### src/sv/sck_pkg.sv
// Package for the slider-crank kinematics block: constants and the CORDIC angle table.
package sck_pkg;

  localparam int unsigned MinRadius   = 66;
  localparam int unsigned CordicIters = 30;
  localparam int unsigned RegW        = 18;
  localparam logic signed [33:0] CordicGain = 34'sd652032874;

  // register indexes on the configuration port
  localparam logic [1:0] REG_RADIUS = 2'd0;
  localparam logic [1:0] REG_ROD    = 2'd1;
  localparam logic [1:0] REG_DT     = 2'd2;

  // atan(2^-i) in units of 2^-32 turn
  function automatic logic signed [33:0] atan_turn(input logic [4:0] i);
    logic signed [33:0] v;
    case (i)
      5'd0:  v = 34'sd536870912;
      5'd1:  v = 34'sd316933406;
      5'd2:  v = 34'sd167458907;
      5'd3:  v = 34'sd85004756;
      5'd4:  v = 34'sd42667331;
      5'd5:  v = 34'sd21354465;
      5'd6:  v = 34'sd10679838;
      5'd7:  v = 34'sd5340245;
      5'd8:  v = 34'sd2670163;
      5'd9:  v = 34'sd1335087;
      5'd10: v = 34'sd667544;
      5'd11: v = 34'sd333772;
      5'd12: v = 34'sd166886;
      5'd13: v = 34'sd83443;
      5'd14: v = 34'sd41722;
      5'd15: v = 34'sd20861;
      5'd16: v = 34'sd10430;
      5'd17: v = 34'sd5215;
      5'd18: v = 34'sd2608;
      5'd19: v = 34'sd1304;
      5'd20: v = 34'sd652;
      5'd21: v = 34'sd326;
      5'd22: v = 34'sd163;
      5'd23: v = 34'sd81;
      5'd24: v = 34'sd41;
      5'd25: v = 34'sd20;
      5'd26: v = 34'sd10;
      5'd27: v = 34'sd5;
      5'd28: v = 34'sd3;
      5'd29: v = 34'sd1;
      default: v = 34'sd0;
    endcase
    return v;
  endfunction

endpackage

### src/sv/slider_crank_kinematics.sv
// Slider-crank kinematics: iterative CORDIC, multiply, root and divide under one sequencer.
//
//  channel | direction | handshake          | payload
//  in      | input     | in_valid/in_stall  | crank_angle, length_error
//  out     | output    | out_valid/out_stall| slider_position, velocity, acceleration
//  cfg     | input     | cfg_valid/cfg_ready| cfg_index, cfg_data
//
// An item runs 30 CORDIC steps, 4 multiplies and 19 root steps, then two divisions by dt
// (a division is skipped when its quotient saturates); both divisions are skipped when
// dt is zero. The next item is accepted only after the current one is finished.
// The sequencer holds one item at a time; in_stall is high while it works.
// Reset (synchronous, rst_n low) restores the register defaults and clears history.
// A finished item waits in the output register while out_stall is high; the next one
// then waits in the sequencer, which holds in_stall high.
module slider_crank_kinematics
  import sck_pkg::*;
(
  input  logic                clk,
  input  logic                rst_n,
  input  logic                in_valid,
  output logic                in_stall,
  input  logic [15:0]         in_crank_angle,
  input  logic signed [16:0]  in_length_error,
  output logic                out_valid,
  input  logic                out_stall,
  output logic signed [31:0]  out_slider_position,
  output logic signed [31:0]  out_slider_velocity,
  output logic signed [31:0]  out_slider_acceleration,
  input  logic                cfg_valid,
  output logic                cfg_ready,
  input  logic [1:0]          cfg_index,
  input  logic [31:0]         cfg_data
);

  localparam logic [3:0] S_IDLE = 4'd0;
  localparam logic [3:0] S_CORD = 4'd1;
  localparam logic [3:0] S_MUL  = 4'd2;
  localparam logic [3:0] S_SQRT = 4'd3;
  localparam logic [3:0] S_POS  = 4'd4;
  localparam logic [3:0] S_DSET = 4'd5;
  localparam logic [3:0] S_DIV  = 4'd6;
  localparam logic [3:0] S_FIN  = 4'd7;

  localparam logic signed [31:0] SatMax = 32'sh7FFFFFFF;
  localparam logic signed [31:0] SatMin = 32'sh80000000;

  logic [3:0]  state_r, state_nxt;
  logic [4:0]  cnt_r, cnt_nxt;
  logic [RegW-1:0] radius_r, rod_r, dt_r;

  logic signed [33:0] x_r, x_nxt, y_r, y_nxt, z_r, z_nxt;
  logic               flip_r, flip_nxt;
  logic signed [19:0] le_r, le_nxt;
  logic signed [20:0] px_r, px_nxt, py_r, py_nxt;
  logic signed [54:0] sq_r, sq_nxt;
  logic [37:0]        rem_r, rem_nxt, res_r, res_nxt;
  logic signed [31:0] pos_r, pos_nxt, vel_r, vel_nxt, acc_r, acc_nxt;
  logic signed [31:0] prev_pos_r, prev_pos_nxt, prev_vel_r, prev_vel_nxt;
  logic               which_r, which_nxt, neg_r, neg_nxt;
  logic [18:0]        drem_r, drem_nxt;
  logic [30:0]        q_r, q_nxt;
  logic               out_valid_r, out_valid_nxt;
  logic signed [31:0] opos_r, opos_nxt, ovel_r, ovel_nxt, oacc_r, oacc_nxt;

  logic [RegW-1:0]    r_eff, len_eff;
  logic signed [33:0] z_in, sx, sy, at;
  logic signed [33:0] mul_a;
  logic signed [20:0] mul_b;
  logic signed [54:0] prod, rnd, argw;
  logic [37:0]        bitv, trial;
  logic [20:0]        root;
  logic signed [33:0] pos_w;
  logic signed [32:0] diff;
  logic signed [49:0] num, mag;
  logic [19:0]        dtry;
  logic signed [31:0] qs;

  assign in_stall  = (state_r != S_IDLE);
  assign cfg_ready = 1'b1;
  assign out_valid = out_valid_r;
  assign out_slider_position     = opos_r;
  assign out_slider_velocity     = ovel_r;
  assign out_slider_acceleration = oacc_r;

  // effective radius and rod length
  always_comb begin
    r_eff   = (radius_r < RegW'(MinRadius)) ? RegW'(MinRadius) : radius_r;
    len_eff = (rod_r < r_eff) ? r_eff : rod_r;
  end

  // datapath
  always_comb begin
    state_nxt = state_r; cnt_nxt = cnt_r;
    x_nxt = x_r; y_nxt = y_r; z_nxt = z_r; flip_nxt = flip_r; le_nxt = le_r;
    px_nxt = px_r; py_nxt = py_r; sq_nxt = sq_r; rem_nxt = rem_r; res_nxt = res_r;
    pos_nxt = pos_r; vel_nxt = vel_r; acc_nxt = acc_r;
    prev_pos_nxt = prev_pos_r; prev_vel_nxt = prev_vel_r;
    which_nxt = which_r; neg_nxt = neg_r; drem_nxt = drem_r; q_nxt = q_r;
    out_valid_nxt = out_valid_r && out_stall;
    opos_nxt = opos_r; ovel_nxt = ovel_r; oacc_nxt = oacc_r;

    // angle folded into +-90 degrees
    z_in = 34'(signed'({in_crank_angle, 16'h0}));
    sx = x_r >>> cnt_r;
    sy = y_r >>> cnt_r;
    at = atan_turn(cnt_r);

    // shared multiplier operand select
    case (cnt_r[1:0])
      2'd0: begin mul_a = flip_r ? -y_r : y_r; mul_b = 21'(r_eff); end
      2'd1: begin mul_a = flip_r ? -x_r : x_r; mul_b = 21'(r_eff); end
      2'd2: begin mul_a = 34'(le_r);           mul_b = 21'(le_r);  end
      default: begin mul_a = 34'(py_r);        mul_b = py_r;       end
    endcase
    prod = 55'(mul_a) * 55'(mul_b);
    rnd  = (prod + (55'sd1 <<< 29)) >>> 30;
    argw = sq_r - prod;

    bitv  = 38'd1 << {cnt_r, 1'b0};
    trial = res_r + bitv;
    root  = 21'(res_r) + 21'(rem_r > res_r);
    pos_w = 34'(px_r) + 34'(signed'({1'b0, root})) - 34'(le_r);

    diff = which_r ? (33'(vel_r) - 33'(prev_vel_r)) : (33'(pos_r) - 33'(prev_pos_r));
    num  = 50'(diff) <<< 16;
    mag  = (num < 0) ? -num : num;
    dtry = {drem_r, q_r[30]};
    qs   = neg_r ? -32'(signed'({1'b0, q_r})) : 32'(signed'({1'b0, q_r}));

    case (state_r)
      S_IDLE: begin
        if (in_valid) begin
          if (z_in > 34'sd1073741824) begin
            z_nxt = z_in - 34'sd2147483648; flip_nxt = 1'b1;
          end else if (z_in < -34'sd1073741824) begin
            z_nxt = z_in + 34'sd2147483648; flip_nxt = 1'b1;
          end else begin
            z_nxt = z_in; flip_nxt = 1'b0;
          end
          x_nxt = CordicGain; y_nxt = '0;
          le_nxt = 20'(signed'({2'b0, len_eff})) + 20'(in_length_error);
          cnt_nxt = '0;
          state_nxt = S_CORD;
        end
      end
      // one rotation step a cycle
      S_CORD: begin
        if (z_r >= 0) begin
          x_nxt = x_r - sy; y_nxt = y_r + sx; z_nxt = z_r - at;
        end else begin
          x_nxt = x_r + sy; y_nxt = y_r - sx; z_nxt = z_r + at;
        end
        if (cnt_r == 5'(CordicIters - 1)) begin
          cnt_nxt = '0; state_nxt = S_MUL;
        end else begin
          cnt_nxt = cnt_r + 5'd1;
        end
      end
      // px, py, le^2, then root argument
      S_MUL: begin
        case (cnt_r[1:0])
          2'd0: px_nxt = rnd[20:0];
          2'd1: py_nxt = rnd[20:0];
          2'd2: sq_nxt = prod;
          default: begin
            rem_nxt = (argw < 0) ? '0 : argw[37:0];
            res_nxt = '0;
          end
        endcase
        if (cnt_r[1:0] == 2'd3) begin
          cnt_nxt = 5'd18; state_nxt = S_SQRT;
        end else begin
          cnt_nxt = cnt_r + 5'd1;
        end
      end
      // one result bit a cycle
      S_SQRT: begin
        if (rem_r >= trial) begin
          rem_nxt = rem_r - trial; res_nxt = (res_r >> 1) + bitv;
        end else begin
          res_nxt = res_r >> 1;
        end
        if (cnt_r == 5'd0) state_nxt = S_POS;
        else cnt_nxt = cnt_r - 5'd1;
      end
      S_POS: begin
        if (pos_w > 34'(SatMax)) pos_nxt = SatMax;
        else if (pos_w < 34'(SatMin)) pos_nxt = SatMin;
        else pos_nxt = pos_w[31:0];
        which_nxt = 1'b0;
        if (dt_r == '0) begin
          vel_nxt = '0; acc_nxt = '0; state_nxt = S_FIN;
        end else begin
          state_nxt = S_DSET;
        end
      end
      // overflow check, then preload the high dividend bits
      S_DSET: begin
        neg_nxt = (num < 0);
        if (mag >= 50'(signed'({1'b0, dt_r, 31'h0}))) begin
          if (which_r) acc_nxt = (num < 0) ? SatMin : SatMax;
          else         vel_nxt = (num < 0) ? SatMin : SatMax;
          which_nxt = 1'b1;
          state_nxt = which_r ? S_FIN : S_DSET;
        end else begin
          drem_nxt = mag[49:31];
          q_nxt = mag[30:0];
          cnt_nxt = 5'd30;
          state_nxt = S_DIV;
        end
      end
      // restoring division, one quotient bit a cycle
      S_DIV: begin
        if (dtry >= 20'(dt_r)) begin
          drem_nxt = 19'(dtry - 20'(dt_r)); q_nxt = {q_r[29:0], 1'b1};
        end else begin
          drem_nxt = dtry[18:0]; q_nxt = {q_r[29:0], 1'b0};
        end
        if (cnt_r == 5'd0) begin
          state_nxt = S_FIN;
          if (!which_r) begin
            which_nxt = 1'b1; state_nxt = S_DSET;
          end
        end else begin
          cnt_nxt = cnt_r - 5'd1;
        end
      end
      S_FIN: begin
        // copy the results to the output and the history once the output register is free
        if (!(out_valid_r && out_stall)) begin
          opos_nxt = pos_r; ovel_nxt = vel_r; oacc_nxt = acc_r;
          prev_pos_nxt = pos_r; prev_vel_nxt = vel_r;
          out_valid_nxt = 1'b1;
          state_nxt = S_IDLE;
        end
      end
      default: state_nxt = S_IDLE;
    endcase

    // latch quotient when a division finishes
    if (state_r == S_DIV && cnt_r == 5'd0) begin
      if (dtry >= 20'(dt_r)) begin
        qs = neg_r ? -32'(signed'({1'b0, q_r[29:0], 1'b1}))
                   :  32'(signed'({1'b0, q_r[29:0], 1'b1}));
      end else begin
        qs = neg_r ? -32'(signed'({1'b0, q_r[29:0], 1'b0}))
                   :  32'(signed'({1'b0, q_r[29:0], 1'b0}));
      end
      if (which_r) acc_nxt = qs;
      else         vel_nxt = qs;
    end
  end

  // state, configuration and history registers
  always_ff @(posedge clk) begin
    if (!rst_n) begin
      state_r <= S_IDLE;
      cnt_r <= '0;
      out_valid_r <= 1'b0;
      radius_r <= RegW'(13107);
      rod_r <= RegW'(32768);
      dt_r <= RegW'(6554);
      prev_pos_r <= '0;
      prev_vel_r <= '0;
      which_r <= 1'b0;
    end else begin
      state_r <= state_nxt;
      cnt_r <= cnt_nxt;
      out_valid_r <= out_valid_nxt;
      prev_pos_r <= prev_pos_nxt;
      prev_vel_r <= prev_vel_nxt;
      which_r <= which_nxt;
      if (cfg_valid && cfg_ready) begin
        case (cfg_index)
          REG_RADIUS: radius_r <= cfg_data[RegW-1:0];
          REG_ROD:    rod_r    <= cfg_data[RegW-1:0];
          REG_DT:     dt_r     <= cfg_data[RegW-1:0];
          default: ;
        endcase
      end
    end
  end

  always_ff @(posedge clk) begin
    x_r <= x_nxt; y_r <= y_nxt; z_r <= z_nxt; flip_r <= flip_nxt; le_r <= le_nxt;
    px_r <= px_nxt; py_r <= py_nxt; sq_r <= sq_nxt; rem_r <= rem_nxt; res_r <= res_nxt;
    pos_r <= pos_nxt; vel_r <= vel_nxt; acc_r <= acc_nxt;
    neg_r <= neg_nxt; drem_r <= drem_nxt; q_r <= q_nxt;
    opos_r <= opos_nxt; ovel_r <= ovel_nxt; oacc_r <= oacc_nxt;
  end

`ifndef ASSERT_OFF
  // an accepted item makes the block busy
  a_busy: assert property (@(posedge clk) disable iff (!rst_n)
    (in_valid && !in_stall) |=> in_stall) else $error("not busy after accept");
  // rotation counter stays in range
  a_cord: assert property (@(posedge clk) disable iff (!rst_n)
    (state_r == S_CORD) |-> (cnt_r < 5'(CordicIters))) else $error("cordic count");
  // a new result always carries the history it stores
  a_hist: assert property (@(posedge clk) disable iff (!rst_n)
    $rose(out_valid_r) |-> (prev_pos_r == opos_r && prev_vel_r == ovel_r))
    else $error("history mismatch");
`endif

endmodule

### config.mk
export PLATFORM = sky130hd
export DESIGN_NAME = slider_crank_kinematics
export DESIGN_NICKNAME = d
export VERILOG_FILES = /design/src/sv/sck_pkg.sv /design/src/sv/slider_crank_kinematics.sv
export SDC_FILE = /design/constraint.sdc
export NUM_CORES = 2
export LEC_CHECK = 0
export BUFFER_PORTS_ARGS = -buffer_cell sky130_fd_sc_hd__buf_2
export CORE_MARGIN = 5
export CORE_UTILIZATION = 55
export DETAILED_ROUTE_END_ITERATION = 8
export PLACE_DENSITY = 0.74
export SKIP_CTS_REPAIR_TIMING = 1
export SYNTH_ARGS = -nofsm -noshare
export SYNTH_HDL_FRONTEND = slang
export SYNTH_SLANG_ARGS = --single-unit
### constraint.sdc
create_clock -name clk -period 11.39 [get_ports clk]
set_clock_uncertainty 0.2 [all_clocks]
set_input_delay 0 -clock clk [delete_from_list [all_inputs] [get_ports clk]]
set_output_delay 0 -clock clk [all_outputs]
set_load 0.005 [all_outputs]
-- After elaboration in Yosys (flattened, before gate mapping)
Memory sizes are Yosys's and may differ from the RTL's. A register that Yosys moved wholly into a read port is not among the register bits.
Index checks and enable logic that the tools add are counted.
- register bits: 668
- bits in latches: 0
- RAM bits: 0
- bits in read-only memories: 960
- input bits: 72
- output and inout port bits: 99
- word-level logic and storage cells: 201
- memories kept: 1
- add/subtract/negate cells: 27
- $mul: 1
- div/mod/pow operators: 0
- $lt $le $gt $ge: 13
- eq/ne operators: 24
- shift operators: 3
- muxes and demuxes: 72
- bitwise operators: 1
- reduce and logical (&&, ||, !) cells: 31
- memory list (name ; words ; width ; read ports ; clocked after Yosys merged registers in ; wr ports ; line ; RTL):
    (name not given) ; 32 ; 30 ; 1 ; 1 ; 0 ; sck_pkg.sv:17 ; case (i)
- operator list (cell ; count):
    two-way mux 32 bit ; 15
    two-way mux 34 bit ; 10
    case mux 34 bit (2 select lines) ; 3
    two-way mux 38 bit ; 5
    case mux 38 bit (2 select lines) ; 2
    case mux 32 bit (2 select lines) ; 2
    adder 34 bit ; 3
    case mux 34 bit (3 select lines) ; 1
    subtractor 34 bit ; 3
    negator 34 bit ; 2
    >>> shifter 34 x 5 -> 34 bit ; 2
    subtractor 32 x 32 -> 33 bit ; 2
    negator 31 -> 32 bit ; 2
    case mux 31 bit (2 select lines) ; 1
    less-than comparator 55 x 1 -> 1 bit (second input constant) ; 1
    multiplier 34 x 21 -> 55 bit ; 1
    subtractor 55 bit ; 1
    adder 51 x 31 -> 51 bit (second input constant) ; 1
    >= comparator 50 bit ; 1
    two-way mux 50 bit ; 1
    negator 49 -> 50 bit ; 1
    less-than comparator 49 x 1 -> 1 bit (second input constant) ; 1
    case mux 21 bit (2 select lines) ; 1
    adder 37 x 38 -> 38 bit ; 1
    other kinds (57) ; 109

-- Depth between registers and ports, before layout
- depth in word-level cells: 9
- gate-level depth with buffers: 57
- mapped depth without buffers: 52

-- Least setup slack after synthesis
Ideal clock, no wire load.
- path type: register to register
- start point: register cnt_r[0]
- end point: register rem_r[17], data pin
- setup time: 0.266 ns
- arrival: 11.770 ns
- required time: 10.924 ns
- setup slack: -0.846 ns
- cell stages (with the launch flop): 54
- path buffers: 8
- clock period less this slack: 12.236 ns
- cell sequence: dfxtp_1 > buf_2 > buf_6 > buf_6 > inv_1 > buf_2 > ha_1 > clkbuf_1 > inv_1 > clkbuf_1 > o221a_2 > nor2_1 > clkbuf_1 > nand2_1 > fa_1 > inv_1 > fa_1 > inv_1 > [... 18 more ...] > a21boi_1 > o41a_1 > a31oi_1 > o21bai_1 > a21o_1 > xor2_1 > inv_1 > ha_1 > a21o_1 > a21oi_1 > nor2_1 > a211oi_1 > o211ai_1 > o21ai_0 > xnor3_1 > buf_2 > and2_1 > o2bb2ai_1
- longest elaborated chain between the ends: 9
- elaborated cells between the ends (all ways): 16
- those cells by class: add/sub: 3; mul: 1; order compare: 1; eq/ne: 2; shift: 1; mux: 6; reduce/logical: 2
- ends and longest elaborated chain (what ; line ; RTL):
    from (decl) ; slider_crank_kinematics.sv:48 ; logic [4:0] cnt_r, cnt_nxt;
    from (signal assigned) ; slider_crank_kinematics.sv:268 ; cnt_r <= cnt_nxt;
    equality test 2 x 1 -> 1 bit / zero test 2 bit (equally long branches) ; slider_crank_kinematics.sv:109 ; case (cnt_r[1:0])
    OR reduction 2 bit (no line) ; - ;
    case mux 21 bit (2 select lines) ; slider_crank_kinematics.sv:109 ;
    multiplier 34 x 21 -> 55 bit (*) ; slider_crank_kinematics.sv:115 ; prod = 55'(mul_a) * 55'(mul_b);
    net prod[48] ; slider_crank_kinematics.sv:69 ; logic signed [54:0] prod, rnd, argw;
    subtractor 55 bit (*) ; slider_crank_kinematics.sv:117 ; argw = sq_r - prod;
    less-than comparator 55 x 1 -> 1 bit (*) ; slider_crank_kinematics.sv:166 ; rem_nxt = (argw < 0) ? '0 : argw[37:0];
    two-way mux 38 bit (*) ; slider_crank_kinematics.sv:166 ;
    two-way mux 38 bit (*) ; slider_crank_kinematics.sv:161 ; case (cnt_r[1:0])
    case mux 38 bit (2 select lines) (*) ; slider_crank_kinematics.sv:130 ; case (state_r)
    net rem_nxt[17] ; slider_crank_kinematics.sv:56 ; logic [37:0] rem_r, rem_nxt, res_r, res_nxt;
    to (signal assigned) ; slider_crank_kinematics.sv:286 ; px_r <= px_nxt; py_r <= py_nxt; sq_r <= sq_nxt; rem_r <= rem_nxt; res_r <= res_nxt;
    to (decl) ; slider_crank_kinematics.sv:56 ;
Mark *: on every way through the listed nets, which the timed path passes. The rest lies on a longest branch. The select of a mux whose other input is x is not followed.
A chain may end at the register's enable or synchronous reset.

-- Worst setup path after layout
- start point: register x_r[7]
- end point: register rem_r[11], data pin
- longest elaborated chain between the ends: 9
- ends and longest elaborated chain (what ; line ; RTL):
    from (decl) ; slider_crank_kinematics.sv:51 ; logic signed [33:0] x_r, x_nxt, y_r, y_nxt, z_r, z_nxt;
    from (signal assigned) ; slider_crank_kinematics.sv:285 ; x_r <= x_nxt; y_r <= y_nxt; z_r <= z_nxt; flip_r <= flip_nxt; le_r <= le_nxt;
    negator 34 bit ; slider_crank_kinematics.sv:111 ; 2'd1: begin mul_a = flip_r ? -x_r : x_r; mul_b = 21'(r_eff); end
    two-way mux 34 bit (*) ; slider_crank_kinematics.sv:111 ;
    case mux 34 bit (3 select lines) (*) ; slider_crank_kinematics.sv:109 ;
    multiplier 34 x 21 -> 55 bit (*) ; slider_crank_kinematics.sv:115 ;
    net prod[48] ; slider_crank_kinematics.sv:69 ;
    subtractor 55 bit (*) ; slider_crank_kinematics.sv:117 ;
    less-than comparator 55 x 1 -> 1 bit (*) ; slider_crank_kinematics.sv:166 ;
    two-way mux 38 bit (*) ; slider_crank_kinematics.sv:166 ;
    two-way mux 38 bit (*) ; slider_crank_kinematics.sv:161 ;
    case mux 38 bit (2 select lines) (*) ; slider_crank_kinematics.sv:130 ;
    net rem_nxt[11] ; slider_crank_kinematics.sv:56 ;
Marked as above.

==> summary.txt <==
outcome - finished, violations left
failing checks - negative hold slack, negative setup slack
detailed-route wire length - 259 mm
RSZ-0062 raised after global routing - true
post-synthesis compound-gate area fraction - 14.9%
row cnt - 138
area leader, netlist - fa_1
critical path's largest stage delay - 0.59 ns
mux share of post-synthesis cell area - 3.23%
worst skew pair latency - 0.73 ns
total track usage - 33.3%
critical path launch point type - register
I/O pins - 171
critical path required time - 11.59 ns
vias in the first global route - 67.7k
Post-route DRC - 0
Peak Freq - 80.6 MHz
Synth Cell Area - 78300 um2
clock sink count - 676
Final GP Congestion - 0.980
Hold Path Class - input pin to register
share of cells above drive strength 1 - 16.0%
number of synthesized flops with an enable pin - 461
Slew Limit Fails - 0
Die Wd - 387 um
pre-CTS setup slack - -1.17 ns
period utilization - 109%
layout net count - 11.1k
Worst setup EP type - register
H-tree Lvls - 3
core area - 142000 um2
area share of the leading cell type in the synthesized netlist - 18.9%
most frequent CP cell - fa_1
post-route antenna net violation count - 0
Reg clk slew, reported paths - 0.06 ns
CTS root buffer - clkbuf_16
synthesis-stage register bit count - 676
Final WS setup - -1.02 ns
first-pass GRT wire length - 392 mm
largest net degree at the start of global routing - 99
drt initial violations - 6487
CTS tree - yes
most frequent cells after synthesis - nand2_1 (1218), inv_1 (1212), fa_1 (738)
number of distinct library cells after synthesis - 117
largest cells by area after synthesis - fa_1 (19%), edfxtp_1 (18%), ha_1 (9.3%), nand2_1 (5.8%), inv_1 (5.8%)
Initial DRT Pass Iterations - 8
Finish-stage setup viols - 38
count leader, synth - nand2_1
routed vias/inst - 5.93
simple-gate share of the synthesized area - 15.8%
initial antenna violation count - 28
Post-synth top flop - edfxtp_1
largest family of logic cells by synthesized area - adder cells
IO Port Bufs - 155
Post-Syn Area per Cell - 8.75 um2
worst rel slew slack - 13.4%
CP Max Fanout - 7
fin crit period - 12.41 ns
Slew @ Worst Pin - 1.30 ns
drt wl/cell - 22.1 um
Synth Area in XOR/XNOR - 6.81%
adder-cell area share of the yosys netlist - 28.2%
Final Hold Vio Count - 1
asr flop ratio synth - 0%
Post-Synthesis Cells - 8955
grt total ovfl - 0
crit path kind - register to register
starting density of the core - 55.3%
CTS Buf Count - 83
P&R area growth vs syn - 17.1%
Worst Hold Margin - -0.0117 ns
FILL cells - 11.8k
data arrival time of the critical path - 12.61 ns
Max Cap Viol - 0
Vias - 69.5k
die height - 387 um
synth warn - 0
Total Die Area - 150000 um2
CP max-delay cell - fa_2
Clock Path Buffers - 3
sequential fraction of the synthesis area - 23.2%
dpl hpwl - 208 mm
[layout by cell type (no fill, tap or decap), drive strengths merged, types with 31 or more instances in the layout]
cell and n:
mux2 38, or2 36, o31ai 64, clkinv 35, a21oi 514, o21a 78
and2 97, o21ai 441, dlygate4sd3 87, o211ai 55, a21o 147, nand2b 93
nor2 624, mux2i 72, nor3 185, or4 31, a31o 36, and3 57
or3 54, xnor2 346, a31oi 81, nand4 55, dfxtp 215, inv 1227
edfxtp 461, ha 583, buf 998, fa 738, a211oi 105, nand3 150
nand2 1223, clkbuf 106, xor2 260, mux4 59, nor2b 69, o21bai 61
[worst max-delay path: cells and delay by family (launching register included)]
family / cells / cell delay (ns)
fa+ha+maj: 9 / 4.06
flops: 1 / 0.39
xor+xnor: 3 / 0.79
buf+inv: 8 / 0.82
compound gates: 16 / 2.97
simple gates: 10 / 2.79
[metrics by stage]
stage	TNS, ns	instance area [um2]	instances	util [%]
after floorplan	-1.35	78900	8968	-
after detailed placement	-41.59	87000	11400	61.5
final	-36.11	91700	11700	64.8
after global placement	-35.63	87000	11400	61.5
after global routing	-52.16	91700	11700	64.8
after CTS	-43.72	89900	11600	63.5
[registers in the layout, summed over array words and instances, names as in the netlist, 18 cells and up]
| name | count |
|---|---|
| radius_r | 18 |
| y_r | 34 |
| acc_r | 32 |
| dt_r | 18 |
| at | 30 |
| px_r | 21 |
| vel_r | 32 |
| drem_r | 19 |
| out_slider_acceleration | 32 |
| q_r | 31 |
| z_r | 34 |
| rod_r | 18 |
| py_r | 21 |
| pos_r | 25 |
| rem_r | 38 |
| x_r | 34 |
| le_r | 20 |
| out_slider_position | 25 |
| out_slider_velocity | 32 |
| prev_vel_r | 32 |
| res_r | 38 |
| prev_pos_r | 25 |
| sq_r | 55 |
[cells by family (layout without fill, tap and decap cells)]
family | Yosys count | in the layout
AOI/OAI and AO/OA | 1818 | 1818
xor gates and xnor gates | 607 | 607
adders and majority gates | 1322 | 1322
buffers and inverters | 1614 | 2464
DFF | 676 | 676
muxes | 169 | 169
other | 2 | 27
and+or+nand+nor | 2747 | 2747
[layout make-up]
cell class                 instances  area (um2)  share of cell area (%)
antenna                           12        30.0                  0.0327
clock buffer                     104        2260                    2.46
clock inverter                    51         587                   0.640
inverter                        1222        4600                    5.02
multi-input combinational       6678       55200                    60.2
sequential                       676       18200                    19.8
tap                             1890        2360                    2.58
timing repair buffer            1087        8470                    9.23
[path summary, 6_finish.rpt]
kind | cells after the start | slack [ns] | endpoint | start
setup / recovery | 46 | -1.02 | rem_r[11] | x_r[7]
hold / removal | 4 | -0.01 | rod_r[14] | cfg_data[14]
setup reg to reg | 46 | -1.02 | rem_r[11] | x_r[7]
hold reg to reg | 0 | 0.23 | out_slider_acceleration[21] | acc_r[21]
[layer usage]
metal	GRT usage, %	vias up	part of all wire, %
met2	52.1	3185	45
met3	6.80	600	9.2
li1	-	31700	-
met4	14.4	12	4.9
met5	0	-	0.028
met1	45.0	33900	41
Power is not shown: default switching activity piles up to over one toggle a cycle in this logic, so the estimate is an artifact.
